### config.mk
export PLATFORM = sky130hd
export DESIGN_NAME = bcd_capable_8bit_cpu_alu_flat
export DESIGN_NICKNAME = d
export VERILOG_FILES = /design/src/design/balu_pkg.sv /design/src/design/balu_req_if.sv /design/src/design/balu_rsp_if.sv /design/src/design/bcd_capable_8bit_cpu_alu.sv /design/src/flat_wrapper.sv
export SDC_FILE = /design/constraint.sdc
export NUM_CORES = 1
export LEC_CHECK = 0
export ABC_AREA = 1
export ABC_CLOCK_PERIOD_IN_PS = 11900
export BUFFER_PORTS_ARGS = -buffer_cell sky130_fd_sc_hd__buf_2
export CAP_MARGIN = 20
export CORE_ASPECT_RATIO = 0.7
export CORE_MARGIN = 5
export CORE_UTILIZATION = 30
export DETAILED_ROUTE_END_ITERATION = 10
export SLEW_MARGIN = 0
export SYNTH_ARGS = -nofsm -noshare
export SYNTH_HDL_FRONTEND = slang
export SYNTH_SLANG_ARGS = --single-unit
### constraint.sdc
create_clock -name clock -period 11.9 [get_ports clock]
set_input_delay 1.785 -clock clock [delete_from_list [all_inputs] [get_ports clock]]
set_output_delay 1.785 -clock clock [all_outputs]
set_load 0.01 [all_outputs]
### src/design/balu_pkg.sv
package balu_pkg;

   typedef enum logic [4:0] {
      OP_AND = 5'd0,
      OP_ORA = 5'd1,
      OP_EOR = 5'd2,
      OP_ROR = 5'd3,
      OP_ROL = 5'd4,
      OP_ASL = 5'd5,
      OP_LSR = 5'd6,
      OP_BIT = 5'd7,
      OP_CMP = 5'd8,
      OP_CPX = 5'd9,
      OP_CPY = 5'd10,
      OP_DEC = 5'd11,
      OP_INC = 5'd12,
      OP_LOAD = 5'd13,
      OP_ADC = 5'd14,
      OP_SBC = 5'd15,
      OP_SBX = 5'd16,
      OP_ARR = 5'd17,
      OP_LAS = 5'd18,
      OP_ANE = 5'd19,
      OP_LAX = 5'd20
   } alu_op_type;

   localparam int OpWidth = 5;
   localparam int DataWidth = 8;
   localparam int MaskWidth = 4;

   localparam logic [DataWidth-1:0] MAGIC_RESET = 8'hEE;

   localparam logic [MaskWidth-1:0] MASK_NONE = 4'b0000;
   localparam logic [MaskWidth-1:0] MASK_ZN = 4'b0110;
   localparam logic [MaskWidth-1:0] MASK_CZN = 4'b0111;
   localparam logic [MaskWidth-1:0] MASK_ZNV = 4'b1110;
   localparam logic [MaskWidth-1:0] MASK_ALL = 4'b1111;

   localparam logic [3:0] BCD_NIBBLE_ADJ = 4'h6;
   localparam logic [3:0] BCD_DIGIT_MAX = 4'h9;
   localparam logic [7:0] BCD_HIGH_ADJ = 8'h60;
   localparam logic [7:0] BCD_BYTE_LIMIT = 8'h9F;
   localparam logic [3:0] ARR_DIGIT_LIMIT = 4'h5;

endpackage

### src/design/balu_req_if.sv
interface balu_req_if;
   import balu_pkg::*;

   logic valid;
   logic ready;
   logic [OpWidth-1:0] req_type;
   logic [DataWidth-1:0] accumulator;
   logic [DataWidth-1:0] index_x;
   logic [DataWidth-1:0] index_y;
   logic [DataWidth-1:0] stack_ptr;
   logic [DataWidth-1:0] operand;
   logic carry_in;
   logic decimal_mode;

   modport source (
      output valid, req_type, accumulator, index_x, index_y, stack_ptr, operand,
             carry_in, decimal_mode,
      input ready
   );

   modport sink (
      input valid, req_type, accumulator, index_x, index_y, stack_ptr, operand,
            carry_in, decimal_mode,
      output ready
   );

endinterface

### src/design/balu_rsp_if.sv
interface balu_rsp_if;
   import balu_pkg::*;

   logic valid;
   logic ready;
   logic [DataWidth-1:0] result;
   logic carry_out;
   logic zero_out;
   logic negative_out;
   logic overflow_out;
   logic [MaskWidth-1:0] flag_mask;
   logic so_block;

   modport source (
      output valid, result, carry_out, zero_out, negative_out, overflow_out,
             flag_mask, so_block,
      input ready
   );

   modport sink (
      input valid, result, carry_out, zero_out, negative_out, overflow_out,
            flag_mask, so_block,
      output ready
   );

endinterface

### src/design/bcd_capable_8bit_cpu_alu.sv
// Channel    Direction  Contents
// req_chan   in         operation, A, X, Y, S, operand, carry, decimal flag
// rsp_chan   out        result byte, C/Z/N/V, flag mask, set-overflow block
// csr_*      in         write enable and data of the magic constant
//
// Each transaction passes the input register, then the ALU logic, then the result register.
// One transaction per cycle is sustained while rsp_chan.ready is high.
// Reset is synchronous and active high; the magic constant returns to 0xEE.
// A stalled result holds in its register while the input register still takes
// one more transaction; ready drops only when both registers are full.
module bcd_capable_8bit_cpu_alu (
   input logic clock,
   input logic reset,
   balu_req_if.sink req_chan,
   balu_rsp_if.source rsp_chan,
   input logic csr_write_enable,
   input logic [balu_pkg::DataWidth-1:0] csr_write_data
);
   import balu_pkg::*;

   logic [DataWidth-1:0] magic_ff;

   logic s1_valid_ff;
   logic [OpWidth-1:0] s1_op_ff;
   logic [DataWidth-1:0] s1_a_ff;
   logic [DataWidth-1:0] s1_x_ff;
   logic [DataWidth-1:0] s1_y_ff;
   logic [DataWidth-1:0] s1_s_ff;
   logic [DataWidth-1:0] s1_d_ff;
   logic s1_c_ff;
   logic s1_dm_ff;

   logic out_valid_ff;
   logic [DataWidth-1:0] out_result_ff;
   logic out_c_ff;
   logic out_z_ff;
   logic out_n_ff;
   logic out_v_ff;
   logic [MaskWidth-1:0] out_mask_ff;
   logic out_so_ff;

   logic out_free;
   logic s1_advance;
   logic req_take;

   logic [DataWidth-1:0] res_in;
   logic c_in;
   logic z_in;
   logic n_in;
   logic v_in;
   logic [MaskWidth-1:0] mask_in;
   logic so_in;

   logic [DataWidth-1:0] cmp_src;
   logic [8:0] cmp_diff;
   logic [8:0] adc_bin;
   logic [5:0] adc_lo;
   logic [5:0] adc_lo_adj;
   logic adc_hc;
   logic [9:0] adc_dec;
   logic [9:0] adc_t;
   logic [9:0] adc_fix;
   logic [8:0] sbc_bin;
   logic [5:0] sbc_lo;
   logic [5:0] sbc_lo_dif;
   logic [5:0] sbc_lo_fix;
   logic [9:0] sbc_hi;
   logic [9:0] sbc_hi_fix;
   logic [7:0] arr_t;
   logic [7:0] arr_r0;
   logic [7:0] arr_r1;
   logic [4:0] arr_lo_sum;
   logic [4:0] arr_hi_sum;
   logic arr_hc;
   logic [7:0] arr_r2;

   assign out_free = !out_valid_ff || rsp_chan.ready;
   assign s1_advance = s1_valid_ff && out_free;
   assign req_chan.ready = !s1_valid_ff || out_free;
   assign req_take = req_chan.valid && req_chan.ready;

   always_ff @(posedge clock) begin
      if (reset) begin
         magic_ff <= MAGIC_RESET;
      end else if (csr_write_enable) begin
         magic_ff <= csr_write_data;
      end
   end

   always_ff @(posedge clock) begin
      if (reset) begin
         s1_valid_ff <= 1'b0;
      end else if (req_chan.ready) begin
         s1_valid_ff <= req_chan.valid;
      end
   end

   always_ff @(posedge clock) begin
      if (req_take) begin
         s1_op_ff <= req_chan.req_type;
         s1_a_ff <= req_chan.accumulator;
         s1_x_ff <= req_chan.index_x;
         s1_y_ff <= req_chan.index_y;
         s1_s_ff <= req_chan.stack_ptr;
         s1_d_ff <= req_chan.operand;
         s1_c_ff <= req_chan.carry_in;
         s1_dm_ff <= req_chan.decimal_mode;
      end
   end

   always_comb begin
      cmp_src = s1_a_ff;
      case (s1_op_ff)
         OP_CPX: cmp_src = s1_x_ff;
         OP_CPY: cmp_src = s1_y_ff;
         OP_SBX: cmp_src = s1_a_ff & s1_x_ff;
         default: cmp_src = s1_a_ff;
      endcase
      cmp_diff = {1'b0, cmp_src} - {1'b0, s1_d_ff};

      adc_bin = {1'b0, s1_a_ff} + {1'b0, s1_d_ff} + {8'd0, s1_c_ff};
      adc_lo = {2'b00, s1_a_ff[3:0]} + {2'b00, s1_d_ff[3:0]} + {5'd0, s1_c_ff};
      adc_lo_adj = (adc_lo > {2'b00, BCD_DIGIT_MAX}) ?
                   adc_lo + {2'b00, BCD_NIBBLE_ADJ} : adc_lo;
      adc_hc = adc_lo_adj > 6'd15;
      adc_dec = {2'b00, s1_a_ff[7:4], 4'h0} + {2'b00, s1_d_ff[7:4], 4'h0}
              + {5'd0, adc_hc, 4'h0} + {6'd0, adc_lo_adj[3:0]};
      adc_t = s1_dm_ff ? adc_dec : {1'b0, adc_bin};
      adc_fix = (s1_dm_ff && adc_t > {2'b00, BCD_BYTE_LIMIT}) ?
                adc_t + {2'b00, BCD_HIGH_ADJ} : adc_t;

      sbc_bin = {1'b0, s1_a_ff} + {1'b0, ~s1_d_ff} + {8'd0, s1_c_ff};
      sbc_lo = {2'b00, s1_a_ff[3:0]} - {2'b00, s1_d_ff[3:0]} - {5'd0, !s1_c_ff};
      sbc_lo_dif = sbc_lo - {2'b00, BCD_NIBBLE_ADJ};
      sbc_lo_fix = sbc_lo[5] ? {2'b11, sbc_lo_dif[3:0]} : sbc_lo;
      sbc_hi = {2'b00, s1_a_ff[7:4], 4'h0} - {2'b00, s1_d_ff[7:4], 4'h0}
             + {{4{sbc_lo_fix[5]}}, sbc_lo_fix};
      sbc_hi_fix = sbc_hi[9] ? sbc_hi - {2'b00, BCD_HIGH_ADJ} : sbc_hi;

      arr_t = s1_a_ff & s1_d_ff;
      arr_r0 = {s1_c_ff, arr_t[7:1]};
      arr_lo_sum = {1'b0, arr_t[3:0]} + {4'd0, arr_t[0]};
      arr_hi_sum = {1'b0, arr_t[7:4]} + {4'd0, arr_t[4]};
      arr_r1 = (arr_lo_sum > {1'b0, ARR_DIGIT_LIMIT}) ?
               {arr_r0[7:4], arr_r0[3:0] + BCD_NIBBLE_ADJ} : arr_r0;
      arr_hc = arr_hi_sum > {1'b0, ARR_DIGIT_LIMIT};
      arr_r2 = arr_hc ? arr_r1 + BCD_HIGH_ADJ : arr_r1;

      res_in = '0;
      c_in = 1'b0;
      z_in = 1'b0;
      n_in = 1'b0;
      v_in = 1'b0;
      mask_in = MASK_NONE;
      so_in = 1'b0;

      unique case (s1_op_ff)
         OP_AND: begin
            res_in = s1_a_ff & s1_d_ff;
            mask_in = MASK_ZN;
         end
         OP_ORA: begin
            res_in = s1_a_ff | s1_d_ff;
            mask_in = MASK_ZN;
         end
         OP_EOR: begin
            res_in = s1_a_ff ^ s1_d_ff;
            mask_in = MASK_ZN;
         end
         OP_ROR: begin
            res_in = {s1_c_ff, s1_d_ff[7:1]};
            c_in = s1_d_ff[0];
            mask_in = MASK_CZN;
         end
         OP_ROL: begin
            res_in = {s1_d_ff[6:0], s1_c_ff};
            c_in = s1_d_ff[7];
            mask_in = MASK_CZN;
         end
         OP_ASL: begin
            res_in = {s1_d_ff[6:0], 1'b0};
            c_in = s1_d_ff[7];
            mask_in = MASK_CZN;
         end
         OP_LSR: begin
            res_in = {1'b0, s1_d_ff[7:1]};
            c_in = s1_d_ff[0];
            mask_in = MASK_CZN;
         end
         OP_BIT: begin
            res_in = s1_a_ff;
            mask_in = MASK_ZNV;
            so_in = 1'b1;
         end
         OP_CMP, OP_CPX, OP_CPY: begin
            res_in = cmp_src;
            mask_in = MASK_CZN;
         end
         OP_SBX: begin
            res_in = cmp_diff[7:0];
            mask_in = MASK_CZN;
         end
         OP_DEC: begin
            res_in = s1_d_ff - 8'd1;
            mask_in = MASK_ZN;
         end
         OP_INC: begin
            res_in = s1_d_ff + 8'd1;
            mask_in = MASK_ZN;
         end
         OP_LOAD: begin
            res_in = s1_d_ff;
            mask_in = MASK_ZN;
         end
         OP_ADC: begin
            res_in = adc_fix[7:0];
            mask_in = MASK_ALL;
            so_in = 1'b1;
         end
         OP_SBC: begin
            res_in = s1_dm_ff ? sbc_hi_fix[7:0] : sbc_bin[7:0];
            mask_in = MASK_ALL;
            so_in = 1'b1;
         end
         OP_ARR: begin
            res_in = s1_dm_ff ? arr_r2 : arr_r0;
            mask_in = MASK_ALL;
            so_in = !s1_dm_ff;
         end
         OP_LAS: begin
            res_in = s1_d_ff & s1_s_ff;
            mask_in = MASK_ZN;
         end
         OP_ANE: begin
            res_in = (s1_a_ff | magic_ff) & s1_x_ff & s1_d_ff;
            mask_in = MASK_ZN;
         end
         OP_LAX: begin
            res_in = (s1_a_ff | magic_ff) & s1_d_ff;
            mask_in = MASK_ZN;
         end
         default: begin
            res_in = '0;
            mask_in = MASK_NONE;
         end
      endcase

      case (s1_op_ff)
         OP_BIT: begin
            z_in = (s1_a_ff & s1_d_ff) == 8'h00;
            n_in = s1_d_ff[7];
            v_in = s1_d_ff[6];
         end
         OP_CMP, OP_CPX, OP_CPY, OP_SBX: begin
            c_in = !cmp_diff[8];
            z_in = cmp_diff[7:0] == 8'h00;
            n_in = cmp_diff[7];
         end
         OP_ADC: begin
            c_in = |adc_fix[9:8];
            z_in = adc_bin[7:0] == 8'h00;
            n_in = adc_t[7];
            v_in = !(s1_a_ff[7] ^ s1_d_ff[7]) && (s1_a_ff[7] ^ adc_t[7]);
         end
         OP_SBC: begin
            c_in = sbc_bin[8];
            z_in = sbc_bin[7:0] == 8'h00;
            n_in = sbc_bin[7];
            v_in = (s1_a_ff[7] ^ s1_d_ff[7]) && (s1_a_ff[7] ^ sbc_bin[7]);
         end
         OP_ARR: begin
            if (s1_dm_ff) begin
               c_in = arr_hc;
               z_in = arr_r0 == 8'h00;
               n_in = s1_c_ff;
               v_in = arr_t[6] ^ arr_r0[6];
            end else begin
               c_in = arr_t[7];
               z_in = arr_r0 == 8'h00;
               n_in = arr_r0[7];
               v_in = arr_t[7] ^ arr_t[6];
            end
         end
         default: begin
            if (mask_in != MASK_NONE) begin
               z_in = res_in == 8'h00;
               n_in = res_in[7];
            end
         end
      endcase
   end

   always_ff @(posedge clock) begin
      if (reset) begin
         out_valid_ff <= 1'b0;
      end else if (out_free) begin
         out_valid_ff <= s1_valid_ff;
      end
   end

   always_ff @(posedge clock) begin
      if (s1_advance) begin
         out_result_ff <= res_in;
         out_c_ff <= c_in;
         out_z_ff <= z_in;
         out_n_ff <= n_in;
         out_v_ff <= v_in;
         out_mask_ff <= mask_in;
         out_so_ff <= so_in;
      end
   end

   assign rsp_chan.valid = out_valid_ff;
   assign rsp_chan.result = out_result_ff;
   assign rsp_chan.carry_out = out_c_ff;
   assign rsp_chan.zero_out = out_z_ff;
   assign rsp_chan.negative_out = out_n_ff;
   assign rsp_chan.overflow_out = out_v_ff;
   assign rsp_chan.flag_mask = out_mask_ff;
   assign rsp_chan.so_block = out_so_ff;

`ifndef SYNTHESIS
   a_magic_reset: assert property (@(posedge clock)
      $past(reset) && !$past(csr_write_enable) |-> magic_ff == MAGIC_RESET)
      else $error("magic constant not restored by reset");

   a_unwritten_flags_zero: assert property (@(posedge clock) disable iff (reset)
      out_valid_ff |-> ((out_c_ff & !out_mask_ff[0]) | (out_z_ff & !out_mask_ff[1])
         | (out_n_ff & !out_mask_ff[2]) | (out_v_ff & !out_mask_ff[3])) == 1'b0)
      else $error("flag set outside its mask");

   a_so_needs_overflow: assert property (@(posedge clock) disable iff (reset)
      out_valid_ff && out_so_ff |-> out_mask_ff[3] && out_mask_ff[1])
      else $error("set-overflow block without overflow write");

   a_stage_moves: assert property (@(posedge clock) disable iff (reset)
      s1_advance |=> out_valid_ff)
      else $error("transaction lost between stages");

   a_stage_holds: assert property (@(posedge clock) disable iff (reset)
      s1_valid_ff && !out_free |=> s1_valid_ff)
      else $error("stalled transaction dropped from input register");
`endif

endmodule
### src/flat_wrapper.sv
// flat-port wrapper written by rule: the top's interface ports become plain ports
module bcd_capable_8bit_cpu_alu_flat import balu_pkg::*;
  (clock, reset, csr_write_enable, csr_write_data, req_chan_valid, req_chan_req_type, req_chan_accumulator, req_chan_index_x, req_chan_index_y, req_chan_stack_ptr, req_chan_operand, req_chan_carry_in, req_chan_decimal_mode, req_chan_ready, rsp_chan_valid, rsp_chan_result, rsp_chan_carry_out, rsp_chan_zero_out, rsp_chan_negative_out, rsp_chan_overflow_out, rsp_chan_flag_mask, rsp_chan_so_block, rsp_chan_ready);
  balu_req_if req_chan_i ();
  balu_rsp_if rsp_chan_i ();
  input logic clock;
  input logic reset;
  input logic csr_write_enable;
  input logic [balu_pkg::DataWidth-1:0] csr_write_data;
  input wire logic [$bits(req_chan_i.valid)-1:0] req_chan_valid;
  input wire logic [$bits(req_chan_i.req_type)-1:0] req_chan_req_type;
  input wire logic [$bits(req_chan_i.accumulator)-1:0] req_chan_accumulator;
  input wire logic [$bits(req_chan_i.index_x)-1:0] req_chan_index_x;
  input wire logic [$bits(req_chan_i.index_y)-1:0] req_chan_index_y;
  input wire logic [$bits(req_chan_i.stack_ptr)-1:0] req_chan_stack_ptr;
  input wire logic [$bits(req_chan_i.operand)-1:0] req_chan_operand;
  input wire logic [$bits(req_chan_i.carry_in)-1:0] req_chan_carry_in;
  input wire logic [$bits(req_chan_i.decimal_mode)-1:0] req_chan_decimal_mode;
  output wire logic [$bits(req_chan_i.ready)-1:0] req_chan_ready;
  output wire logic [$bits(rsp_chan_i.valid)-1:0] rsp_chan_valid;
  output wire logic [$bits(rsp_chan_i.result)-1:0] rsp_chan_result;
  output wire logic [$bits(rsp_chan_i.carry_out)-1:0] rsp_chan_carry_out;
  output wire logic [$bits(rsp_chan_i.zero_out)-1:0] rsp_chan_zero_out;
  output wire logic [$bits(rsp_chan_i.negative_out)-1:0] rsp_chan_negative_out;
  output wire logic [$bits(rsp_chan_i.overflow_out)-1:0] rsp_chan_overflow_out;
  output wire logic [$bits(rsp_chan_i.flag_mask)-1:0] rsp_chan_flag_mask;
  output wire logic [$bits(rsp_chan_i.so_block)-1:0] rsp_chan_so_block;
  input wire logic [$bits(rsp_chan_i.ready)-1:0] rsp_chan_ready;
  assign req_chan_i.valid = req_chan_valid;
  assign req_chan_i.req_type = req_chan_req_type;
  assign req_chan_i.accumulator = req_chan_accumulator;
  assign req_chan_i.index_x = req_chan_index_x;
  assign req_chan_i.index_y = req_chan_index_y;
  assign req_chan_i.stack_ptr = req_chan_stack_ptr;
  assign req_chan_i.operand = req_chan_operand;
  assign req_chan_i.carry_in = req_chan_carry_in;
  assign req_chan_i.decimal_mode = req_chan_decimal_mode;
  assign req_chan_ready = req_chan_i.ready;
  assign rsp_chan_valid = rsp_chan_i.valid;
  assign rsp_chan_result = rsp_chan_i.result;
  assign rsp_chan_carry_out = rsp_chan_i.carry_out;
  assign rsp_chan_zero_out = rsp_chan_i.zero_out;
  assign rsp_chan_negative_out = rsp_chan_i.negative_out;
  assign rsp_chan_overflow_out = rsp_chan_i.overflow_out;
  assign rsp_chan_flag_mask = rsp_chan_i.flag_mask;
  assign rsp_chan_so_block = rsp_chan_i.so_block;
  assign rsp_chan_i.ready = rsp_chan_ready;
  bcd_capable_8bit_cpu_alu u_core (.clock(clock), .reset(reset), .req_chan(req_chan_i), .rsp_chan(rsp_chan_i), .csr_write_enable(csr_write_enable), .csr_write_data(csr_write_data));
endmodule
==> metrics.md <==
| Metric | Value |
|---|---|
| Detailed-route DRC error count | `0` |
| Least-Margin Pin Slew | `roughly 1.1 ns` |
| Hold Crit Start | `u_core.magic_ff[2]` |
| Simple logic cell fraction of the synthesized area | `a little over a third` |
| Cells after Synth | `977` |
| Ys Warns | `0` |
| Crit. End Element | `register` |
| #FFs+latches synth | `73` |
| Capturing point of the worst reg2reg path | `u_core.rsp_chan.zero_out` |
| Setup slack, reg-to-reg | `around 7.4 ns` |
| Avg Vias per Cell | `approximately 5.1` |
| Die W | `190 µm` |
| Height of the die | `136 µm` |
| Clk root buf | `clkbuf_16` |
| Via count | `6909` |
| Largest net degree at the start of global routing | `between 40 and 50` |
| Hold path endpoint | `u_core.magic_ff[2]` |
| Largest family of logic cells by synthesized area | `simple AND/OR/NAND/NOR gates` |
| Final min period | `approximately 4.5 ns` |
| Crit Path Category | `reg2reg` |
| Post-CTS setup buffers | `0` |
| CTS tree | `done` |
| Clk slew on worst S/H paths | `around 0.060 ns` |
| Mapped cell area | `approximately 6800 µm²` |
| Longest Clk Path Bufs | `2` |
| Post-synth EDFFs | `63` |
| Post-CTS Hold Fix Bufs | `0` |
| Initial cell density of the core | `30.2%` |
| Adder-cell area share of the yosys netlist | `13.6%` |
| Max Clock Freq | `around 220 MHz` |
| Num rows | `46` |
| Post-synthesis mux area share | `0%` |
| LEAKAGE | `around 3.8 nW` |
| Crit-path leading delay family | `simple AND/OR/NAND/NOR gates` |
| Worst rel slew slack | `28.4%` |
| PortBufs | `78` |
| Finish-stage setup viols | `0` |
| Final slew viol count | `0` |
| CP Launch Type | `register` |
| Final period utilization | `37.5%` |
| Clock Skews | `between 0.007 and 0.008 ns` |
| Gr usage total | `19.3%` |
| Initial antenna violation count | `0` |
| Final GP Congestion | `0.948` |
| WP buf/inv | `4` |
| Post-cts sizing count | `0` |
| WL/cell | `18.2 µm` |
| Top_reg_cell synth | `edfxtp_1` |
| Cells on worst reg2reg path | `24` |
| Grt total ovfl | `0` |
| Post-synth ARST share | `0%` |
| Final instance area | `7780 µm²` |
| Initial DRT Pass Iterations | `5` |
| RSZ-0062 raised after global routing | `false` |
| CP arrival | `4.56 ns` |
| First-pass GRT wire length | `37.8 mm` |
| Crit path depth | `24` |
| Clk_lat worst skew | `0.35 ns` |
| Hold Fails Final Rpt | `0` |
| Data required, critical path | `11.99 ns` |
| Num CTS Buffers | `9` |
| Layout net count | `around 1200` |
| R2r startpoint | `u_core.s1_d_ff[0]` |
| Final WL | `24.5 mm` |
| Post-synthesis xor/xnor area fraction | `2.58%` |
| Min-delay worst type | `reg2reg` |
| I/O pin total | `79` |
| Post-Syn Nets | `1105` |
| Cell mode on critical path | `nand2_1` |
| Share of cells above drive strength 1 | `11.9%` |
| Area grow syn2layout | `14.6%` |
| Crit path cell chain | `inv_1 > fa_1 > fa_1 > xor2_1 > ha_1 > inv_1 > or2_2 > o21ai_0 > inv_1 > ha_1 > nand2_1 > inv_1 > o21ai_0 > nand2_1 > nand2_1 > nand2_1 > nand2_1 > nand2_1 > nand2_1 > nand3_1 > nand2_1 > nor2_1 > nand3_1 > nand2_1` |
| Peak supply drop | `between 0.00008 and 0.00009 V` |
| DR iter-0 viols | `784` |
| Worst Hold Path Cells | `2` |
| Compound-Gate Fraction of Synth Area | `7.63%` |
| Synth Area per Inst | `6.95 µm²` |
| Max incr delay on CP | `0.59 ns` |
| CP max FO | `9` |
| Diode count | `0` |
| CTS H-tree lvls | `3` |
| CORE AREA | `22400 µm²` |
| HPWL after DPL | `19.8 mm` |
| Number of global-route vias before repair | `6491` |
| Setup TNS | `0 ns` |
| Routed Antenna Nets | `0` |
| Commonest non-fill, non-tap cell in the layout | `nand2_1` |
| Total die area | `25800 µm²` |
| CP max-delay cell | `edfxtp_1` |
| Outcome | `completed` |
| Most frequent cells in the layout | `301 x nand2_1, 132 x inv_1, 102 x nand3_1, 98 x nor2_1, 78 x buf_2` |
| Post-synthesis sequential area ratio | `a little under a third` |
| Pwr Density | `110 nW/µm²` |
| Max-cap violation count | `0` |
| CTS Sinks | `73` |
| DP Area | `approximately 7500 µm²` |
| Synth unique cells | `41` |
report_power, final:
part / total [mW] / switching (mW) / internal (mW)
combinational: 0.275 / 0.183 / 0.0925
sequential: 0.314 / 0.0165 / 0.298
clock: 0.270 / 0.108 / 0.162
through the flow:
step                      util, %  worst slack, ns  std cells  hold WS [ns]  total power, mW
final                        34.7             7.43       1346         0.462            0.859
after global routing         34.7             6.97       1346         0.480            0.914
after CTS                    34.7             7.47       1346         0.464            0.860
after detailed placement     33.4             7.47       1330         0.447            0.586
after global placement       33.4             7.55       1330         0.436            0.587
after floorplan                 -             8.05        977         0.421            0.502
cells in the mapped netlist (2+ instances only):
cell type  number  share of area (%)
a21o_1          2               0.22
a21oi_1        37                2.7
a221oi_1        2               0.26
a31oi_1         2               0.18
buf_2           8               0.59
buf_4           2               0.22
clkbuf_1        5               0.28
dfxtp_1        10                2.9
edfxtp_1       63                 28
fa_1           10                2.9
ha_1           58                 11
inv_1         133                7.4
inv_2           5               0.28
nand2_1       301                 17
nand2_2         2               0.18
nand3_1       102                7.5
nand3_2         6               0.88
nand3b_1        9                1.0
nand4_1        23                2.1
nor2_1         98                5.4
nor2_2          4               0.37
nor2_4          2               0.33
nor3_1         10               0.74
nor3b_1         2               0.22
o2111ai_1       3               0.39
o211ai_1        5               0.55
o21ai_0        32                2.4
o21ai_1         2               0.15
o221ai_1        2               0.26
o22ai_1         2               0.18
or2_2           7               0.65
xnor2_1         5               0.65
xor2_1         15                1.9
worst register-to-register path, cell delays in order (launching register included):
cell,delay (ns)
edfxtp_1,0.59
inv_1,0.22
fa_1,0.48
fa_1,0.42
xor2_1,0.26
ha_1,0.21
inv_1,0.06
or2_2,0.28
o21ai_0,0.17
inv_1,0.10
ha_1,0.20
nand2_1,0.09
inv_1,0.04
o21ai_0,0.13
nand2_1,0.14
nand2_1,0.12
nand2_1,0.07
nand2_1,0.10
nand2_1,0.06
nand2_1,0.06
nand3_1,0.07
nand2_1,0.15
nor2_1,0.06
nand3_1,0.06
nand2_1,0.05
worst max-delay path by stage:
stage	from	end	slack, ns
after CTS	u_core.s1_d_ff[1]	u_core.rsp_chan.negative_out	7.47
final	u_core.s1_d_ff[0]	u_core.rsp_chan.zero_out	7.43
after floorplan	u_core.s1_a_ff[0]	u_core.rsp_chan.zero_out	8.05
after global placement	u_core.s1_d_ff[2]	u_core.rsp_chan.zero_out	7.55
after global routing	u_core.s1_d_ff[1]	u_core.rsp_chan.negative_out	6.97
after detailed placement	u_core.s1_a_ff[0]	u_core.rsp_chan.negative_out	7.47
cells by family (layout without fill, tap and decap cells):
kind of cell               Yosys count  count (layout)
AOI/OAI and AO/OA                   92              92
and+or+nand+nor                    570             570
buffers and inverters              154             235
adders and majority gates           68              68
xor gates and xnor gates            20              20
DFF                                 73              73
cell type report:
cell class / instances / area [µm²]
sequential: 73 / 2090
inverter: 138 / 518
fill: 2413 / 14700
clock buffer: 9 / 225
tap: 288 / 360
clock inverter: 7 / 68.8
multi-input combinational: 750 / 4110
timing repair buffer: 81 / 413
flip-flops by register name, summed over array words and instances, names as in the netlist, 5 cells and up:
| signal | count |
|---|---|
| u_core.magic_ff | 8 |
| u_core.s1_s_ff | 8 |
| u_core.s1_a_ff | 8 |
| u_core.s1_op_ff | 5 |
| u_core.s1_y_ff | 8 |
| u_core.s1_x_ff | 8 |
| u_core.s1_d_ff | 8 |
| u_core.rsp_chan.result | 8 |
layer usage:
| metal | routed length [µm] | track usage (%) |
|---|---|---|
| met1 | 12600 | 30.5 |
| met2 | 8510 | 24.3 |
| met3 | 2770 | 6.21 |
| met4 | 543 | 5.42 |
| met5 | 0 | 0 |
(Power assumes the default switching activity.)
